===== config.mk =====
export PLATFORM = sky130hd
export DESIGN_NAME = dvfs_thermal_power_policy
export DESIGN_NICKNAME = d
export VERILOG_FILES = /design/src/rtl/dtpp_pkg.sv /design/src/rtl/dtpp_front.sv /design/src/rtl/dtpp_back.sv /design/src/rtl/dvfs_thermal_power_policy.sv
export SDC_FILE = /design/constraint.sdc
export NUM_CORES = 1
export LEC_CHECK = 0
export BUFFER_PORTS_ARGS = -buffer_cell sky130_fd_sc_hd__buf_2
export CORE_ASPECT_RATIO = 0.75
export CORE_MARGIN = 2
export CORE_UTILIZATION = 45
export CTS_BUF_LIST = sky130_fd_sc_hd__clkbuf_8
export CTS_CLUSTER_DIAMETER = 100
export DETAILED_ROUTE_END_ITERATION = 6
export PLACE_DENSITY = 0.63
export RECOVER_POWER = 50
export SYNTH_ARGS = -nofsm -noshare
export SYNTH_HDL_FRONTEND = slang
export SYNTH_HIERARCHICAL = 1
export SYNTH_SLANG_ARGS = --single-unit

===== constraint.sdc =====
create_clock -name clk -period 9.9 [get_ports clk]
set_input_delay 1.485 -clock clk [delete_from_list [all_inputs] [get_ports clk]]
set_output_delay 1.485 -clock clk [all_outputs]
set_load 0.05 [all_outputs]

===== src/rtl/dtpp_pkg.sv =====
`timescale 1ns / 1ps

package dtpp_pkg;

  localparam int POINT_ENTRIES = 8;
  localparam int PIDX_W = (POINT_ENTRIES > 1) ? $clog2(POINT_ENTRIES) : 1;
  localparam int PCNT_W = $clog2(POINT_ENTRIES + 1);

  localparam int MAX_RES = 4;
  localparam int SLOT_W = $clog2(MAX_RES);
  localparam int RES_W = $clog2(MAX_RES + 1);

  localparam int CQ_DEPTH = 2;
  localparam int CQ_PTR_W = $clog2(CQ_DEPTH);
  localparam int CQ_CNT_W = $clog2(CQ_DEPTH + 1);

  localparam logic [6:0] LOAD_MAX = 7'd100;
  localparam logic [6:0] LOAD_UP = 7'd80;
  localparam logic [6:0] LOAD_DOWN = 7'd20;

  localparam logic [2:0] CFG_CRIT = 3'd0;
  localparam logic [2:0] CFG_THROTTLE = 3'd1;
  localparam logic [2:0] CFG_RESUME = 3'd2;
  localparam logic [2:0] CFG_TVOLT = 3'd3;
  localparam logic [2:0] CFG_VCORE = 3'd4;
  localparam logic [2:0] CFG_IO = 3'd5;

  localparam logic [2:0] PS_ACTIVE = 3'd0;
  localparam logic [2:0] PS_BALANCED = 3'd1;
  localparam logic [2:0] PS_POWERSAVE = 3'd2;
  localparam logic [2:0] PS_SLEEP = 3'd3;
  localparam logic [2:0] PS_SHUTDOWN = 3'd4;

  typedef enum logic [2:0] {
    OP_ADD    = 3'd0,
    OP_SET    = 3'd1,
    OP_PSTATE = 3'd2,
    OP_LOAD   = 3'd3,
    OP_THERM  = 3'd4,
    OP_WAKE   = 3'd5,
    OP_NOP    = 3'd6
  } op_t;

  typedef enum logic [2:0] {
    ACT_SET_MV  = 3'd0,
    ACT_IO_OFF  = 3'd1,
    ACT_IO_ON   = 3'd2,
    ACT_RESTORE = 3'd3,
    ACT_SLEEP   = 3'd4,
    ACT_WAKE    = 3'd5,
    ACT_DONE    = 3'd6
  } act_t;

  typedef enum logic [1:0] {
    STAT_OK    = 2'd0,
    STAT_FULL  = 2'd1,
    STAT_RANGE = 2'd2
  } stat_t;

  typedef enum logic [1:0] {
    MV_ZERO     = 2'd0,
    MV_TABLE    = 2'd1,
    MV_THROTTLE = 2'd2
  } mvsel_t;

  typedef struct packed {
    op_t               op;
    logic [15:0]       freq;
    logic [15:0]       volt;
    logic [2:0]        idx;
    logic [2:0]        req;
    logic [6:0]        load;
    logic signed [7:0] temp;
  } cmd_t;

  typedef struct packed {
    logic        avail;
    cmd_t        cmd;
  } cq_t;

  typedef struct packed {
    logic signed [7:0] crit;
    logic signed [7:0] throttle;
    logic signed [7:0] resume;
    logic [15:0]       tvolt;
    logic              vcore;
    logic              io;
  } cfg_t;

  typedef struct packed {
    act_t   act;
    mvsel_t mv;
  } slot_t;

endpackage


===== src/rtl/dtpp_front.sv =====
`timescale 1ns / 1ps

module dtpp_front (
  input  logic              clk,
  input  logic              rst_n,
  input  logic              in_push,
  output logic              in_full,
  input  logic [2:0]        in_op,
  input  logic [15:0]       in_opp_freq_mhz,
  input  logic [15:0]       in_opp_voltage_mv,
  input  logic [2:0]        in_opp_index,
  input  logic [2:0]        in_power_state_req,
  input  logic [6:0]        in_load_percent,
  input  logic signed [7:0] in_temperature_c,
  output dtpp_pkg::cq_t     cq,
  input  logic              cq_pop
);

  dtpp_pkg::cmd_t                 cmd_dec;
  dtpp_pkg::cmd_t                 q_r [dtpp_pkg::CQ_DEPTH];
  logic [dtpp_pkg::CQ_PTR_W-1:0]  wptr_r;
  logic [dtpp_pkg::CQ_PTR_W-1:0]  rptr_r;
  logic [dtpp_pkg::CQ_CNT_W-1:0]  cnt_r;
  logic                           push_acc;
  logic                           pop_acc;

  // Unknown operations become a no-op, and load samples saturate here.
  always_comb begin
    if (in_op <= 3'(dtpp_pkg::OP_WAKE)) begin
      cmd_dec.op = dtpp_pkg::op_t'(in_op);
    end else begin
      cmd_dec.op = dtpp_pkg::OP_NOP;
    end
    cmd_dec.freq = in_opp_freq_mhz;
    cmd_dec.volt = in_opp_voltage_mv;
    cmd_dec.idx  = in_opp_index;
    cmd_dec.req  = in_power_state_req;
    cmd_dec.load = (in_load_percent > dtpp_pkg::LOAD_MAX) ? dtpp_pkg::LOAD_MAX
                                                          : in_load_percent;
    cmd_dec.temp = in_temperature_c;
  end

  assign in_full  = (cnt_r == dtpp_pkg::CQ_CNT_W'(dtpp_pkg::CQ_DEPTH));
  assign push_acc = in_push && !in_full;
  assign pop_acc  = cq_pop && (cnt_r != '0);

  assign cq.avail = (cnt_r != '0);
  assign cq.cmd   = q_r[rptr_r];

  always_ff @(posedge clk) begin
    if (!rst_n) begin
      wptr_r <= '0;
      rptr_r <= '0;
      cnt_r  <= '0;
    end else begin
      if (push_acc) begin
        wptr_r <= wptr_r + 1'b1;
      end
      if (pop_acc) begin
        rptr_r <= rptr_r + 1'b1;
      end
      if (push_acc && !pop_acc) begin
        cnt_r <= cnt_r + 1'b1;
      end else if (pop_acc && !push_acc) begin
        cnt_r <= cnt_r - 1'b1;
      end
    end
  end

  always_ff @(posedge clk) begin
    if (push_acc) begin
      q_r[wptr_r] <= cmd_dec;
    end
  end

endmodule


===== src/rtl/dtpp_back.sv =====
`timescale 1ns / 1ps

module dtpp_back (
  input  logic                 clk,
  input  logic                 rst_n,
  input  dtpp_pkg::cfg_t       cfg,
  input  dtpp_pkg::cq_t        cq,
  output logic                 cq_pop,
  output logic                 out_empty,
  input  logic                 out_pop,
  output logic [2:0]           out_action,
  output logic [15:0]          out_voltage_mv,
  output logic [1:0]           out_status,
  output logic [2:0]           out_current_opp,
  output logic [2:0]           out_power_state,
  output logic                 out_throttled,
  output logic                 out_last
);

  typedef enum logic [3:0] {
    S_IDLE   = 4'b0001,
    S_PLAN   = 4'b0010,
    S_INSERT = 4'b0100,
    S_EMIT   = 4'b1000
  } st_t;

  st_t                                st_r;
  dtpp_pkg::cmd_t                     cur_r;
  logic [15:0]                        ftab_r [dtpp_pkg::POINT_ENTRIES];
  logic [15:0]                        vtab_r [dtpp_pkg::POINT_ENTRIES];
  logic [dtpp_pkg::PCNT_W-1:0]        cnt_r;
  logic [dtpp_pkg::PIDX_W-1:0]        pidx_r;
  logic [2:0]                         pow_r;
  logic                               thr_r;
  logic [dtpp_pkg::POINT_ENTRIES-1:0] lt_r;
  logic [15:0]                        vrd_r;
  dtpp_pkg::slot_t                    slot_r [dtpp_pkg::MAX_RES];
  logic [dtpp_pkg::SLOT_W-1:0]        lastslot_r;
  logic [dtpp_pkg::SLOT_W-1:0]        eptr_r;
  dtpp_pkg::stat_t                    stat_r;

  logic                               ovalid_r;
  dtpp_pkg::act_t                     oact_r;
  logic [15:0]                        omv_r;
  dtpp_pkg::stat_t                    ostat_r;
  logic [2:0]                         oopp_r;
  logic [2:0]                         opow_r;
  logic                               othr_r;

  // Plan of one item, worked out in the plan cycle.
  logic [dtpp_pkg::PIDX_W-1:0]        nidx;
  logic [2:0]                         npow;
  logic                               nthr;
  dtpp_pkg::stat_t                    nstat;
  logic                               sel_req;
  logic [dtpp_pkg::PCNT_W-1:0]        sel_i;
  logic [dtpp_pkg::PIDX_W-1:0]        rd_addr;
  logic                               f_iooff;
  logic                               f_ioon;
  logic                               f_restore;
  logic                               f_tblmv;
  logic                               f_thrmv;
  logic                               f_sleep;
  logic                               f_wake;
  dtpp_pkg::slot_t                    sl [dtpp_pkg::MAX_RES];
  logic [dtpp_pkg::RES_W-1:0]         n;
  logic [dtpp_pkg::POINT_ENTRIES-1:0] lt;
  logic [dtpp_pkg::PCNT_W-1:0]        pos;
  logic                               emit_go;
  dtpp_pkg::slot_t                    eslot;

  always_comb begin
    nidx      = pidx_r;
    npow      = pow_r;
    nthr      = thr_r;
    nstat     = dtpp_pkg::STAT_OK;
    sel_req   = 1'b0;
    sel_i     = '0;
    rd_addr   = '0;
    f_iooff   = 1'b0;
    f_ioon    = 1'b0;
    f_restore = 1'b0;
    f_tblmv   = 1'b0;
    f_thrmv   = 1'b0;
    f_sleep   = 1'b0;
    f_wake    = 1'b0;
    unique case (cur_r.op)
      dtpp_pkg::OP_ADD: begin
        if (cnt_r == dtpp_pkg::PCNT_W'(dtpp_pkg::POINT_ENTRIES)) begin
          nstat = dtpp_pkg::STAT_FULL;
        end
      end
      dtpp_pkg::OP_SET: begin
        if (32'(cur_r.idx) >= 32'(cnt_r)) begin
          nstat = dtpp_pkg::STAT_RANGE;
        end else begin
          sel_req = 1'b1;
          sel_i   = dtpp_pkg::PCNT_W'(cur_r.idx);
        end
      end
      dtpp_pkg::OP_PSTATE: begin
        if (cur_r.req <= dtpp_pkg::PS_SHUTDOWN) begin
          npow = cur_r.req;
          priority if (cur_r.req == dtpp_pkg::PS_ACTIVE) begin
            sel_req = (cnt_r != '0);
            sel_i   = cnt_r - 1'b1;
          end else if (cur_r.req == dtpp_pkg::PS_BALANCED) begin
            sel_req = (cnt_r > dtpp_pkg::PCNT_W'(1));
            sel_i   = cnt_r >> 1;
          end else if (cur_r.req == dtpp_pkg::PS_POWERSAVE) begin
            sel_req = 1'b1;
            sel_i   = '0;
          end else if (cur_r.req == dtpp_pkg::PS_SLEEP) begin
            f_iooff = cfg.io;
            f_tblmv = cfg.vcore && (cnt_r != '0);
            f_sleep = 1'b1;
          end else begin
            npow = cur_r.req;
          end
        end
      end
      dtpp_pkg::OP_LOAD: begin
        if ((cnt_r != '0) && !thr_r) begin
          if ((cur_r.load > dtpp_pkg::LOAD_UP) &&
              ((dtpp_pkg::PCNT_W'(pidx_r) + 1'b1) < cnt_r)) begin
            sel_req = 1'b1;
            sel_i   = dtpp_pkg::PCNT_W'(pidx_r) + 1'b1;
          end else if ((cur_r.load < dtpp_pkg::LOAD_DOWN) && (pidx_r != '0)) begin
            sel_req = 1'b1;
            sel_i   = dtpp_pkg::PCNT_W'(pidx_r) - 1'b1;
          end
        end
      end
      dtpp_pkg::OP_THERM: begin
        if (cur_r.temp >= cfg.crit) begin
          npow = dtpp_pkg::PS_SHUTDOWN;
        end else if ((cur_r.temp >= cfg.throttle) && !thr_r) begin
          nthr    = 1'b1;
          sel_req = 1'b1;
          sel_i   = '0;
          f_thrmv = cfg.vcore && (cfg.tvolt != '0);
        end else if ((cur_r.temp <= cfg.resume) && thr_r) begin
          nthr = 1'b0;
        end
      end
      dtpp_pkg::OP_WAKE: begin
        f_ioon    = cfg.io;
        f_restore = 1'b1;
        f_wake    = 1'b1;
      end
      default: begin
        nstat = dtpp_pkg::STAT_OK;
      end
    endcase

    if (sel_req && (sel_i < cnt_r)) begin
      nidx    = dtpp_pkg::PIDX_W'(sel_i);
      rd_addr = dtpp_pkg::PIDX_W'(sel_i);
      f_tblmv = cfg.vcore;
    end

    for (int k = 0; k < dtpp_pkg::MAX_RES; k++) begin
      sl[k] = '{dtpp_pkg::ACT_DONE, dtpp_pkg::MV_ZERO};
    end
    n = '0;
    if (f_iooff) begin
      sl[n[dtpp_pkg::SLOT_W-1:0]] = '{dtpp_pkg::ACT_IO_OFF, dtpp_pkg::MV_ZERO};
      n = n + 1'b1;
    end
    if (f_ioon) begin
      sl[n[dtpp_pkg::SLOT_W-1:0]] = '{dtpp_pkg::ACT_IO_ON, dtpp_pkg::MV_ZERO};
      n = n + 1'b1;
    end
    if (f_restore) begin
      sl[n[dtpp_pkg::SLOT_W-1:0]] = '{dtpp_pkg::ACT_RESTORE, dtpp_pkg::MV_ZERO};
      n = n + 1'b1;
    end
    if (f_tblmv) begin
      sl[n[dtpp_pkg::SLOT_W-1:0]] = '{dtpp_pkg::ACT_SET_MV, dtpp_pkg::MV_TABLE};
      n = n + 1'b1;
    end
    if (f_thrmv) begin
      sl[n[dtpp_pkg::SLOT_W-1:0]] = '{dtpp_pkg::ACT_SET_MV, dtpp_pkg::MV_THROTTLE};
      n = n + 1'b1;
    end
    if (f_sleep) begin
      sl[n[dtpp_pkg::SLOT_W-1:0]] = '{dtpp_pkg::ACT_SLEEP, dtpp_pkg::MV_ZERO};
      n = n + 1'b1;
    end
    if (f_wake) begin
      sl[n[dtpp_pkg::SLOT_W-1:0]] = '{dtpp_pkg::ACT_WAKE, dtpp_pkg::MV_ZERO};
      n = n + 1'b1;
    end
    sl[n[dtpp_pkg::SLOT_W-1:0]] = '{dtpp_pkg::ACT_DONE, dtpp_pkg::MV_ZERO};
  end

  always_comb begin
    for (int i = 0; i < dtpp_pkg::POINT_ENTRIES; i++) begin
      lt[i] = (dtpp_pkg::PCNT_W'(i) < cnt_r) && (cur_r.freq < ftab_r[i]);
    end
  end

  // The new point goes before the first stored point of higher frequency.
  always_comb begin
    pos = cnt_r;
    for (int i = dtpp_pkg::POINT_ENTRIES - 1; i >= 0; i--) begin
      if (lt_r[i]) begin
        pos = dtpp_pkg::PCNT_W'(i);
      end
    end
  end

  assign cq_pop  = (st_r == S_IDLE) && cq.avail;
  assign emit_go = (st_r == S_EMIT) && (!ovalid_r || out_pop);
  assign eslot   = slot_r[eptr_r];

  always_ff @(posedge clk) begin
    if (!rst_n) begin
      st_r     <= S_IDLE;
      cnt_r    <= '0;
      pidx_r   <= '0;
      pow_r    <= dtpp_pkg::PS_ACTIVE;
      thr_r    <= 1'b0;
      ovalid_r <= 1'b0;
    end else begin
      if (emit_go) begin
        ovalid_r <= 1'b1;
      end else if (out_pop) begin
        ovalid_r <= 1'b0;
      end
      unique case (st_r)
        S_IDLE: begin
          if (cq.avail) begin
            st_r <= S_PLAN;
          end
        end
        S_PLAN: begin
          pidx_r <= nidx;
          pow_r  <= npow;
          thr_r  <= nthr;
          if ((cur_r.op == dtpp_pkg::OP_ADD) && (nstat == dtpp_pkg::STAT_OK)) begin
            st_r <= S_INSERT;
          end else begin
            st_r <= S_EMIT;
          end
        end
        S_INSERT: begin
          cnt_r <= cnt_r + 1'b1;
          st_r  <= S_EMIT;
        end
        S_EMIT: begin
          if (emit_go && (eptr_r == lastslot_r)) begin
            st_r <= S_IDLE;
          end
        end
        default: begin
          st_r <= S_IDLE;
        end
      endcase
    end
  end

  always_ff @(posedge clk) begin
    if (cq_pop) begin
      cur_r <= cq.cmd;
    end
    if (st_r == S_PLAN) begin
      lt_r       <= lt;
      vrd_r      <= vtab_r[rd_addr];
      slot_r     <= sl;
      lastslot_r <= n[dtpp_pkg::SLOT_W-1:0];
      eptr_r     <= '0;
      stat_r     <= nstat;
    end else if (emit_go) begin
      eptr_r <= eptr_r + 1'b1;
    end
    if (st_r == S_INSERT) begin
      for (int i = 1; i < dtpp_pkg::POINT_ENTRIES; i++) begin
        if (dtpp_pkg::PCNT_W'(i) == pos) begin
          ftab_r[i] <= cur_r.freq;
          vtab_r[i] <= cur_r.volt;
        end else if ((dtpp_pkg::PCNT_W'(i) > pos) && (dtpp_pkg::PCNT_W'(i) <= cnt_r)) begin
          ftab_r[i] <= ftab_r[i-1];
          vtab_r[i] <= vtab_r[i-1];
        end
      end
      if (pos == '0) begin
        ftab_r[0] <= cur_r.freq;
        vtab_r[0] <= cur_r.volt;
      end
    end
    if (emit_go) begin
      oact_r <= eslot.act;
      unique case (eslot.mv)
        dtpp_pkg::MV_TABLE:    omv_r <= vrd_r;
        dtpp_pkg::MV_THROTTLE: omv_r <= cfg.tvolt;
        default:               omv_r <= '0;
      endcase
      ostat_r <= (eslot.act == dtpp_pkg::ACT_DONE) ? stat_r : dtpp_pkg::STAT_OK;
      oopp_r  <= 3'(pidx_r);
      opow_r  <= pow_r;
      othr_r  <= thr_r;
    end
  end

  assign out_empty       = !ovalid_r;
  assign out_action      = oact_r;
  assign out_voltage_mv  = omv_r;
  assign out_status      = ostat_r;
  assign out_current_opp = oopp_r;
  assign out_power_state = opow_r;
  assign out_throttled   = othr_r;
  assign out_last        = (oact_r == dtpp_pkg::ACT_DONE);

endmodule


===== src/rtl/dvfs_thermal_power_policy.sv =====
`timescale 1ns / 1ps

// Channel   Handshake          Payload
// cfg       cfg_we             cfg_addr, cfg_wdata
// in        in_push / in_full  in_op and the operation fields
// out       out_empty / out_pop out_action and the result fields
//
// An item waits in the command queue, is planned, passes through a table
// insert when it adds a point, then emits its results one by one, each held
// while the last result is not popped; the executor handles one item at a time.
// Reset is synchronous and clears the point count, the current point, the
// power state, the throttle flag and the queues.
// The input stalls only when the two-entry command queue is full; a held
// result blocks only further results.

module dvfs_thermal_power_policy (
  input  logic              clk,
  input  logic              rst_n,
  input  logic              cfg_we,
  input  logic [2:0]        cfg_addr,
  input  logic [15:0]       cfg_wdata,
  input  logic              in_push,
  output logic              in_full,
  input  logic [2:0]        in_op,
  input  logic [15:0]       in_opp_freq_mhz,
  input  logic [15:0]       in_opp_voltage_mv,
  input  logic [2:0]        in_opp_index,
  input  logic [2:0]        in_power_state_req,
  input  logic [6:0]        in_load_percent,
  input  logic signed [7:0] in_temperature_c,
  output logic              out_empty,
  input  logic              out_pop,
  output logic [2:0]        out_action,
  output logic [15:0]       out_voltage_mv,
  output logic [1:0]        out_status,
  output logic [2:0]        out_current_opp,
  output logic [2:0]        out_power_state,
  output logic              out_throttled,
  output logic              out_last
);

  dtpp_pkg::cfg_t cfg_r;
  dtpp_pkg::cq_t  cq;
  logic           cq_pop;

  always_ff @(posedge clk) begin
    if (!rst_n) begin
      cfg_r.crit     <= 8'sd110;
      cfg_r.throttle <= 8'sd90;
      cfg_r.resume   <= 8'sd80;
      cfg_r.tvolt    <= '0;
      cfg_r.vcore    <= 1'b1;
      cfg_r.io       <= 1'b1;
    end else if (cfg_we) begin
      unique case (cfg_addr)
        dtpp_pkg::CFG_CRIT:     cfg_r.crit     <= cfg_wdata[7:0];
        dtpp_pkg::CFG_THROTTLE: cfg_r.throttle <= cfg_wdata[7:0];
        dtpp_pkg::CFG_RESUME:   cfg_r.resume   <= cfg_wdata[7:0];
        dtpp_pkg::CFG_TVOLT:    cfg_r.tvolt    <= cfg_wdata;
        dtpp_pkg::CFG_VCORE:    cfg_r.vcore    <= cfg_wdata[0];
        dtpp_pkg::CFG_IO:       cfg_r.io       <= cfg_wdata[0];
        default:                cfg_r          <= cfg_r;
      endcase
    end
  end

  dtpp_front u_front (
    .clk                (clk),
    .rst_n              (rst_n),
    .in_push            (in_push),
    .in_full            (in_full),
    .in_op              (in_op),
    .in_opp_freq_mhz    (in_opp_freq_mhz),
    .in_opp_voltage_mv  (in_opp_voltage_mv),
    .in_opp_index       (in_opp_index),
    .in_power_state_req (in_power_state_req),
    .in_load_percent    (in_load_percent),
    .in_temperature_c   (in_temperature_c),
    .cq                 (cq),
    .cq_pop             (cq_pop)
  );

  dtpp_back u_back (
    .clk             (clk),
    .rst_n           (rst_n),
    .cfg             (cfg_r),
    .cq              (cq),
    .cq_pop          (cq_pop),
    .out_empty       (out_empty),
    .out_pop         (out_pop),
    .out_action      (out_action),
    .out_voltage_mv  (out_voltage_mv),
    .out_status      (out_status),
    .out_current_opp (out_current_opp),
    .out_power_state (out_power_state),
    .out_throttled   (out_throttled),
    .out_last        (out_last)
  );

endmodule


### Yosys cells after proc, flatten, opt, wreduce, memory -nomap -nowiden

Memory sizes are Yosys's and may differ from the RTL's. A register that Yosys moved wholly into a read port is not among the register bits.
Index checks and enable logic that the tools add are counted.
Widths: inputs -> output; s select.

* reductions and logical operators: 67
* order comparisons: 57
* add/sub/neg operators: 15
* mux-type cells: 170
* bitwise logic cells: 44
* equal/unequal tests: 35

Operators with widths (count)
* $mux 16: 14
* $lt 16x16->1: 8
* $mux 20: 6
* $mux 1: 94
* $demux 5 s2: 7
* $and 16x16->16: 4
* $mux 4: 16
* $not 16->16: 4
* $mux 5: 10
* $logic_and 1x1->1: 38
* $and 12x12->12: 3
* $not 12->12: 3
* $pmux 16 s2: 1
* $ge 3x3->1 const B: 8
* $or 8x8->8: 3
* $lt 3x1->1 const B: 7
* $not 2->3: 7
* $eq 3x2->1 const B: 6
* $eq 3x3->1 const B: 6
* $mux 2: 9
* $mux 3: 6
* $eq 3x4->1 const A: 4
* $ge 8x8->1: 2
* $gt 3x4->1 const A: 4
* 57 further kinds: 118

* input bits: 80
* bits in registers: 124
* logic and storage cells: 424
* memories: 3
* RAM bits: 368

Memories
* u_back.ftab_r: words 8, bits a word 16, rd ports 8, clocked after memory_dff 0, write ports 8, RTL line dtpp_back.sv:29 `logic [15:0] ftab_r [dtpp_pkg::POINT_ENTRIES];`
* u_back.vtab_r: words 8, bits a word 16, rd ports 8, clocked after memory_dff 1, write ports 8, RTL line dtpp_back.sv:30 `logic [15:0] vtab_r [dtpp_pkg::POINT_ENTRIES];`
* u_front.q_r: words 2, bits a word 56, rd ports 1, clocked after memory_dff 1, write ports 1, RTL line dtpp_front.sv:20 `dtpp_pkg::cmd_t q_r [dtpp_pkg::CQ_DEPTH];`

### Depth between registers and ports, before layout

Gate-level depths: netlist of the first run.

* depth after elaboration: 27
* depth in mapped cells: 27

### Hierarchy

Netlist of the first run, hierarchy kept.

By module, submodules not included
* dtpp_back: area each 21763.4 um^2, cells an instance 1738, instances 1
* dtpp_front: area each 4356.7 um^2, cells an instance 212, instances 1
* dvfs_thermal_power_policy: area each 1700.4 um^2, cells an instance 169, instances 1

### Least setup slack after synthesis of the first run

No wires, ideal clock.

* path kind: reg-to-reg
* start point: reg u_back.st_r[1]
* end point: reg u_back.pow_r[2]
* library setup time: 0.127 ns
* slack: 2.254 ns
* arrival time: 7.519 ns
* path buffers: 0
* stages on the path, launching flop included: 4
* cell sequence: dfxtp_1 -> nor4b_1 -> nand3b_1 -> o311a_1

* word-level cells in the longest chain between the ends: 2

RTL lines
* start, declared: RTL line dtpp_back.sv:27 `st_t st_r;`
* start signal, assigned: RTL line dtpp_back.sv:219 `st_r <= S_IDLE;`
* start signal, assigned: RTL line dtpp_back.sv:234 `st_r <= S_PLAN;`
* start signal, assigned: RTL line dtpp_back.sv:242 `st_r <= S_INSERT;`
* $eq 4x2->1: RTL line dtpp_back.sv:231 `unique case (st_r)`
* $reduce_and 4->1 (no source line)
* end signal, assigned: RTL line dtpp_back.sv:222 `pow_r <= dtpp_pkg::PS_ACTIVE;`
* end signal, assigned: RTL line dtpp_back.sv:239 `pow_r <= npow;`
* end, declared: RTL line dtpp_back.sv:33 `logic [2:0] pow_r;`

No other way between the ends.
A chain may end at the register's enable or synchronous reset.

==> results of run 1 <==
[layer usage]
| layer | global-route usage | vias to the layer above | routed length [um] |
|---|---|---|---|
| li1 | - | 8169 | - |
| met1 | 0.332 | 8504 | 33500 |
| met2 | 0.310 | 525 | 28500 |
| met3 | 0.0344 | 71 | 4400 |
| met4 | 0.0482 | 0 | 864 |
| met5 | 0 | - | 0 |
[cells in the mapped netlist (6+ instances only)]
cell type | count | area share
a211oi_1 | 15 | 0.0040
a21o_1 | 58 | 0.016
a21oi_1 | 55 | 0.0099
a221oi_1 | 19 | 0.0060
a22oi_1 | 22 | 0.0059
a31oi_1 | 6 | 0.0013
and2_1 | 16 | 0.0036
and3_1 | 7 | 0.0016
buf_2 | 16 | 0.0029
buf_6 | 7 | 0.0028
clkbuf_1 | 61 | 0.0082
dfxtp_1 | 65 | 0.047
edfxtp_1 | 500 | 0.54
ha_1 | 178 | 0.080
inv_1 | 173 | 0.023
mux2_1 | 40 | 0.016
mux2_2 | 196 | 0.079
mux2i_1 | 92 | 0.033
nand2_1 | 154 | 0.021
nand2b_1 | 21 | 0.0047
nand3_1 | 22 | 0.0040
nand4_1 | 8 | 0.0018
nor2_1 | 89 | 0.012
nor2b_1 | 31 | 0.0070
nor3_1 | 15 | 0.0027
nor4_1 | 9 | 0.0020
o2111ai_1 | 9 | 0.0028
o21a_1 | 6 | 0.0016
o21ai_0 | 86 | 0.015
o21bai_1 | 6 | 0.0016
o22ai_1 | 19 | 0.0043
xnor2_1 | 10 | 0.0031
xor2_1 | 6 | 0.0019
[sequential cells by signal, indices dropped and copies added, names as in the netlist, 4 cells and up, named ones only]
signal	count
u_back/lt_r	8
u_back/st_r	4
u_back/ftab_r	128
u_back/vrd_r	16
u_front/q_r	112
u_back/slot_r	20
u_back/cnt_r	4
u_back/cur_r	56
u_back/out_voltage_mv	16
u_back/vtab_r	128
cfg_r	42
[logic make-up (layout without fill, tap and decap cells)]
logic type | Yosys count | after routing
mux | 333 | 333
buf+inv | 268 | 480
xor+xnor | 16 | 16
simple gates | 412 | 412
fa+ha+maj | 179 | 179
compound gates | 346 | 346
flops | 565 | 565
[area by class of cell]
type / instances / area [sq um] / share of cell area
clock buffer: 102 / 1400 / 0.0453
tap: 800 / 1000 / 0.0323
inverter: 179 / 674 / 0.0217
sequential: 565 / 16300 / 0.526
clock inverter: 64 / 403 / 0.0130
multi-input combinational: 1286 / 10600 / 0.340
timing repair buffer: 135 / 663 / 0.0214
[how the worst min path moves through the flow]
stage	startpoint	to	slack (ns)	cells after the start
3_5_place_dp	u_back/pow_r[0]$_SDFFE_PN0P_	u_back/out_power_state[0]$_DFFE_PP_	0.44	0
5_1_grt	u_back/pow_r[2]$_SDFFE_PN0P_	u_back/out_power_state[2]$_DFFE_PP_	0.45	0
6_report	u_back/pow_r[0]$_SDFFE_PN0P_	u_back/out_power_state[0]$_DFFE_PP_	0.44	0
2_1_floorplan	u_back/pow_r[2]$_SDFFE_PN0P_	u_back/out_power_state[2]$_DFFE_PP_	0.40	0
3_3_place_gp	u_back/pow_r[2]$_SDFFE_PN0P_	u_back/out_power_state[2]$_DFFE_PP_	0.43	0
4_1_cts	u_back/pow_r[0]$_SDFFE_PN0P_	u_back/out_power_state[0]$_DFFE_PP_	0.45	0
[critical path, cell delays in order (launching register included)]
cell and delay (ns):
dfxtp_1 0.63, clkinv_1 0.48, ha_1 0.43, o21ai_0 0.07
a21oi_1 0.30, o32ai_1 0.20, a221o_1 0.34, buf_4 0.25
a311oi_1 0.54, a31o_1 0.46, xnor2_1 0.26, ha_1 0.32
o21a_1 0.24, ha_1 0.31, o22ai_1 0.27, a21oi_4 0.12
ha_1 0.44, or3_4 0.43, o21ai_4 0.09, nor3_1 0.09
[cell usage in the layout, fill, tap and decap left out, types with 19 or more instances in the layout]
cell type,count
a21o_1,58
a21oi_1,54
a221oi_1,19
a22oi_1,22
buf_2,77
clkbuf_1,42
clkbuf_8,102
clkinv_1,22
dfxtp_1,64
edfxtp_1,500
ha_1,178
inv_1,198
mux2_1,47
mux2_2,189
mux2i_1,92
nand2_1,153
nand2b_1,21
nand3_1,22
nor2_1,88
nor2b_1,30
o21ai_0,83
o22ai_1,19
[per-stage QoR]
step,total power (uW),instances
floorplan,4530,2119
global placement,5020,2965
detailed placement,5090,2965
CTS,7110,3131
global route,7490,3131
finish,7070,3131
[power groups by stage]
stage	sequential, uW	clock [uW]	combinational [uW]
floorplan	3250	0	1280
global placement	3400	0	1620
detailed placement	3410	0	1670
CTS	3360	2060	1690
global route	3430	2170	1900
finish	3390	2000	1680
==> results.py, run 1 <==
metrics = {
    "status": {
        "status": "finished with violations",
        "violations": "max-capacitance violations, max-slew violations",
    },
    "logic_synthesis": {
        "syn_nets": 2378,
        "synth_adder_area_share": 0.0808,
        "avgSynthCellArea_sq_um": 13.1,
        "async_flop_share": 0,
        "synth_cell_types": 89,
        "synth_xor_area_frac": 0.00504,
        "synth_simple_gate_area_share": 0.0730,
        "synthFlopType": "edfxtp_1",
        "muxShareOfSynthArea": 0.133,
        "ys_warn_count": 6,
        "ys_ff_latch": 565,
        "synth_compound_area_frac": 0.0829,
        "postSynthCellCount": 2119,
        "synth_edf_count": 500,
        "yosysSeqAreaShare": 0.586,
        "synth_top_family_by_area": "multiplexers",
        "netlist_area_sq_um": 27800,
    },
    "power": {
        "p_clk_frac": 0.283,
        "swShare": 0.311,
        "p_per_area_nw_per_um2": 228,
        "p_int_uw": 4870,
        "irDropWorstVdd_mv": 0.161,
        "p_leak_uw": 0.0123,
        "seq_power_share": 0.479,
        "power.switching_uw": 2200,
        "p_comb_frac": 0.237,
    },
    "floorplanning": {
        "core_sq_um": 60800,
        "die_x_um": 291,
        "chipHeight_um": 219,
        "die_area_sq_um": 63800,
        "start_util": 0.458,
        "std_cell_rows": 78,
        "io_pins": 111,
    },
    "sta": {
        "max_freq_mhz": 152,
        "tightestPinTransition_ns": 3.67,
        "period_share": 0.664,
        "rsz0062_at_grt": "false",
        "finalSetupViolCount": 0,
        "fin_skew_ns": 0.0366,
        "max_slew_margin": -1.44,
        "hold_viol": 0,
        "maxSlewViolCount": 401,
        "final.setup.tns_ns": 0,
        "fin_ws_ns": 3.33,
        "holdWs_ns": 0.444,
        "fin_crit_ns": 6.57,
    },
    "critical_path": {
        "critical_path_class": "reg2reg",
        "r2r-start": "u_back/cnt_r[3]$_SDFFE_PN0P_",
        "cp.arrival_ns": 7.01,
        "path_max_fanout": 22,
        "reg2reg_depth": 19,
        "critPathCapture": "u_back/slot_r[0]$_DFFE_PN_",
        "crit_path_end_kind": "register",
        "required_ns": 10.33,
        "crit_path_start": "u_back/cnt_r[3]$_SDFFE_PN0P_",
        "r2r-end": "u_back/slot_r[0]$_DFFE_PN_",
        "rrSetupSlack_ns": 3.33,
        "startpoint_type": "register",
    },
    "final_layout": {
        "final_area_sq_um": 31000,
        "fin_util": 0.510,
        "layout-drive-gt1-share": 0.190,
        "antenna_cells": 0,
        "fillers": 5248,
        "nNetsFinal": 2518,
        "syn2layout_area_growth_pct": 11.5,
    },
    "clocking": {
        "cts_htree_levels": 3,
        "cts.sinks": 565,
        "postCtsHoldBufs": 0,
        "path_clk_slew_ns": 0.06,
        "root_buffer": "clkbuf_8",
        "numCtsBuffers": 92,
        "cts_setup_buffers": 0,
        "cts_buffer_depth": 3,
        "post_cts_resized": 0,
        "clock_latency_ns": 0.69,
        "tritoncts": "built",
    },
    "global_routing": {
        "track_usage": 0.213,
        "grt_pass1_vias": 17300,
        "grt_max_degree": 82,
        "grt-ovfl-total": 0,
        "antenna_found_initial": 2,
        "grt_pass1_wl_um": 104000,
    },
    "placement": {
        "dp.final_hpwl_um": 45700,
        "dpl_worst_slack_ns": 3.45,
        "gp_congestion": 0.879,
        "postPlaceCellArea_sq_um": 29300,
        "port_buffers": 110,
    },
    "routing": {
        "dr_total_vias": 17300,
        "via_per_inst": 5.52,
        "ant_nets": 0,
        "wl_per_cell_um": 21.5,
        "wirelength_um": 67200,
        "dr.pass1.iters": 5,
        "drtIter0Drc": 1493,
        "drc": 0,
    },
    "hold_path": {
        "hold_class": "reg2reg",
    },
    "flow_run": {
        "drv_cap": 9,
    },
}
Power figures use the tool's default switching activity.
==> run 2: changes to the inputs <==
--- a/config.mk
+++ b/config.mk
@@ -5,6 +5,7 @@
 export SDC_FILE = /design/constraint.sdc
 export NUM_CORES = 1
 export LEC_CHECK = 0
+export ABC_AREA = 1
 export BUFFER_PORTS_ARGS = -buffer_cell sky130_fd_sc_hd__buf_2
 export CORE_ASPECT_RATIO = 0.75
 export CORE_MARGIN = 2
==> constraint.sdc (replaced) <==
create_clock -name clk -period 6.17 [get_ports clk]
set_input_delay 0.9255 -clock clk [delete_from_list [all_inputs] [get_ports clk]]
set_output_delay 0.9255 -clock clk [all_outputs]
set_load 0.05 [all_outputs]
==> run 2 against run 1 <==
Effect of this change: the run still ends with max-capacitance violations, max-slew violations left; count of clock-buffer cells in the layout is 9 lower; synthesized cell count is 28% higher; clock power is 51% higher; hold slack worse by 0.014 ns; largest cell class unchanged; critical path type unchanged; via count is 13% higher; synthesized area is 1.9% higher; routed wire length is 2.5% lower; cell area is 0.45% higher; sequential cell count stayed put; sequential power is 59% higher; global-route usage is 1.3 points lower; cell count is 19% higher.
==> results.py, run 2 <==
metrics = {
    "placement": {
        "gp_congestion": 0.924,
        "dp.final_hpwl_um": 44900,
        "dpl_worst_slack_ns": 0.697,
        "port_buffers": 110,
        "postPlaceCellArea_sq_um": 29800,
    },
    "logic_synthesis": {
        "synth_edf_count": 500,
        "async_flop_share": 0,
        "synth_xor_area_frac": 0.000927,
        "synth_simple_gate_area_share": 0.128,
        "netlist_area_sq_um": 28300,
        "postSynthCellCount": 2709,
        "synth_cell_types": 57,
        "avgSynthCellArea_sq_um": 10.5,
        "ys_ff_latch": 565,
        "synth.most_common_cell": "nand2_1",
        "synth.top_cell.area_share": 0.530,
        "synth_top_family_by_area": "simple AND/OR/NAND/NOR gates",
        "synthFlopType": "edfxtp_1",
        "ys_warn_count": 6,
        "synth_compound_area_frac": 0.104,
        "synth_commonest_cells": "nand2_1 (509), edfxtp_1 (500), inv_1 (352)",
        "syn_nets": 2968,
        "muxShareOfSynthArea": 0.0466,
        "synth.area.top_cells": "edfxtp_1 (53%), ha_1 (7.9%), nand2_1 (6.7%)",
        "yosysSeqAreaShare": 0.576,
        "synth_top_cell_by_area": "edfxtp_1",
        "synth_adder_area_share": 0.0793,
    },
    "sta": {
        "maxSlewViolCount": 287,
        "final.setup.tns_ns": 0,
        "holdWs_ns": 0.429,
        "max_slew_margin": -1.51,
        "fin_ws_ns": 0.622,
        "fin_crit_ns": 5.55,
        "hold_viol": 0,
        "finalSetupViolCount": 0,
        "rsz0062_at_grt": "false",
        "fin_skew_ns": 0.0283,
        "max_freq_mhz": 180,
        "period_share": 0.899,
        "tightestPinTransition_ns": 3.77,
    },
    "floorplanning": {
        "std_cell_rows": 79,
        "start_util": 0.456,
        "io_pins": 111,
        "die_area_sq_um": 65000,
        "chipHeight_um": 221,
        "die_x_um": 294,
        "core_sq_um": 62200,
    },
    "flow_run": {
        "drv_cap": 6,
    },
    "clocking": {
        "tritoncts": "built",
        "cts_buffer_depth": 3,
        "cts_setup_buffers": 0,
        "root_buffer": "clkbuf_8",
        "clock_latency_ns": 0.69,
        "cts.sinks": 565,
        "post_cts_resized": 0,
        "cts_htree_levels": 3,
        "path_clk_slew_ns": 0.06,
        "numCtsBuffers": 90,
        "postCtsHoldBufs": 0,
    },
    "final_layout": {
        "reg.largest.list": "u_back/ftab_r (128), u_back/vtab_r (128), u_front/q_r (112)",
        "layout-drive-gt1-share": 0.106,
        "syn2layout_area_growth_pct": 9.97,
        "mostFrequentLayoutCell": "nand2_1",
        "layout_common_cells": "nand2_1 (508), edfxtp_1 (500), inv_1 (382)",
        "final_area_sq_um": 31200,
        "nNetsFinal": 3101,
    },
    "critical_path": {
        "cpMaxStageDelayCell": "dfxtp_1",
        "slowest_delay_ns": 0.40,
        "cp.arrival_ns": 6.10,
        "required_ns": 6.72,
        "path_max_fanout": 6,
        "crit_path_end_kind": "register",
        "critical_path_class": "reg2reg",
        "startpoint_type": "register",
    },
    "routing": {
        "wirelength_um": 65500,
        "drc": 0,
        "drtIter0Drc": 1519,
        "wl_per_cell_um": 17.6,
        "via_per_inst": 5.25,
        "dr_total_vias": 19600,
        "dr.pass1.iters": 6,
        "ant_nets": 0,
    },
    "power": {
        "p_per_area_nw_per_um2": 351,
        "p_total_uw": 10900,
        "p_leak_uw": 0.0130,
        "irDropWorstVdd_mv": 0.253,
    },
    "status": {
        "violations": "max-capacitance violations, max-slew violations",
        "status": "finished with violations",
    },
    "global_routing": {
        "antenna_found_initial": 1,
        "grt_pass1_wl_um": 102000,
        "track_usage": 0.200,
        "grt_max_degree": 96,
        "grt-ovfl-total": 0,
        "grt_pass1_vias": 19100,
    },
    "hold_path": {
        "hold_class": "in2reg",
    },
}
[run 2: cell count changes in the layout (fill, tap and decap cells not counted), moves of 61 or more]
cell,change
mux2_2,-128
o21ai_0,+220
a21oi_1,+61
mux2i_1,-92
inv_1,+184
nand3_1,+72
nor2_1,+78
nand2_1,+355
[run 2: final cells by class]
| cell class | instances | area (sq um) |
|---|---|---|
| Fill cell | 5626 | 31000 |
| Multi-Input combinational cell | 1681 | 10100 |
| Sequential cell | 565 | 16300 |
| Clock buffer | 93 | 1280 |
| Tap cell | 810 | 1010 |
| Clock inverter | 71 | 365 |
| Inverter | 364 | 1370 |
| Timing Repair Buffer | 140 | 672 |
| Antenna cell | 1 | 2.50 |
[run 2: per-layer routing]
metal  GRT usage  wire length, um  up-vias
met2       0.306            28800      573
met4      0.0624             1590        0
met3      0.0324             4090      118
met1       0.292            31100     9258
met5           0                0        -
li1            -                -     9622
[run 2: logic make-up (layout without fill, tap and decap cells)]
group / count (synthesis) / in the layout
mux: 104 / 104
other cells: 0 / 1
xor+xnor: 3 / 3
flops: 565 / 565
simple gates: 861 / 861
buf+inv: 463 / 668
compound gates: 534 / 534
fa+ha+maj: 179 / 179
[run 2: power breakdown]
group / total, uW / internal, uW / switching (uW) / leakage [uW]
clock network: 3010 / 1490 / 1520 / 0.000942
registers: 5380 / 4880 / 505 / 0.00507
logic: 2550 / 993 / 1560 / 0.00697
total: 10900 / 7360 / 3580 / 0.0130
[run 2: per-stage QoR]
step | cells | util
4_1_cts | 3724 | 0.505
2_1_floorplan | 2709 | -
5_1_grt | 3725 | 0.501
6_report | 3725 | 0.501
3_3_place_gp | 3560 | 0.479
3_5_place_dp | 3560 | 0.479
[run 2: critical path: cells and delay by family (launching register included)]
| kind | cells | cell delay (ns) |
|---|---|---|
| AO/OA/AOI/OAI | 4 | 0.84 |
| adder cells (fa/ha/maj) | 5 | 1.42 |
| buffers and inverters | 2 | 0.20 |
| flip-flops | 1 | 0.40 |
| AND/OR/NAND/NOR | 18 | 2.54 |
[run 2: final timing paths]
kind | from | end | slack, ns | depth (start not counted)
max reg2reg | u_back/pidx_r[0]$_SDFFE_PN0P_ | u_back/slot_r[12]$_DFFE_PN_ | 0.62 | 29
min reg2reg | u_back/pow_r[0]$_SDFFE_PN0P_ | u_back/out_power_state[0]$_DFFE_PP_ | 0.44 | 0
max | u_back/pidx_r[0]$_SDFFE_PN0P_ | u_back/slot_r[12]$_DFFE_PN_ | 0.62 | 29
min | in_opp_voltage_mv[7] | u_front/q_r[1][28]$_DFFE_PP_ | 0.43 | 1
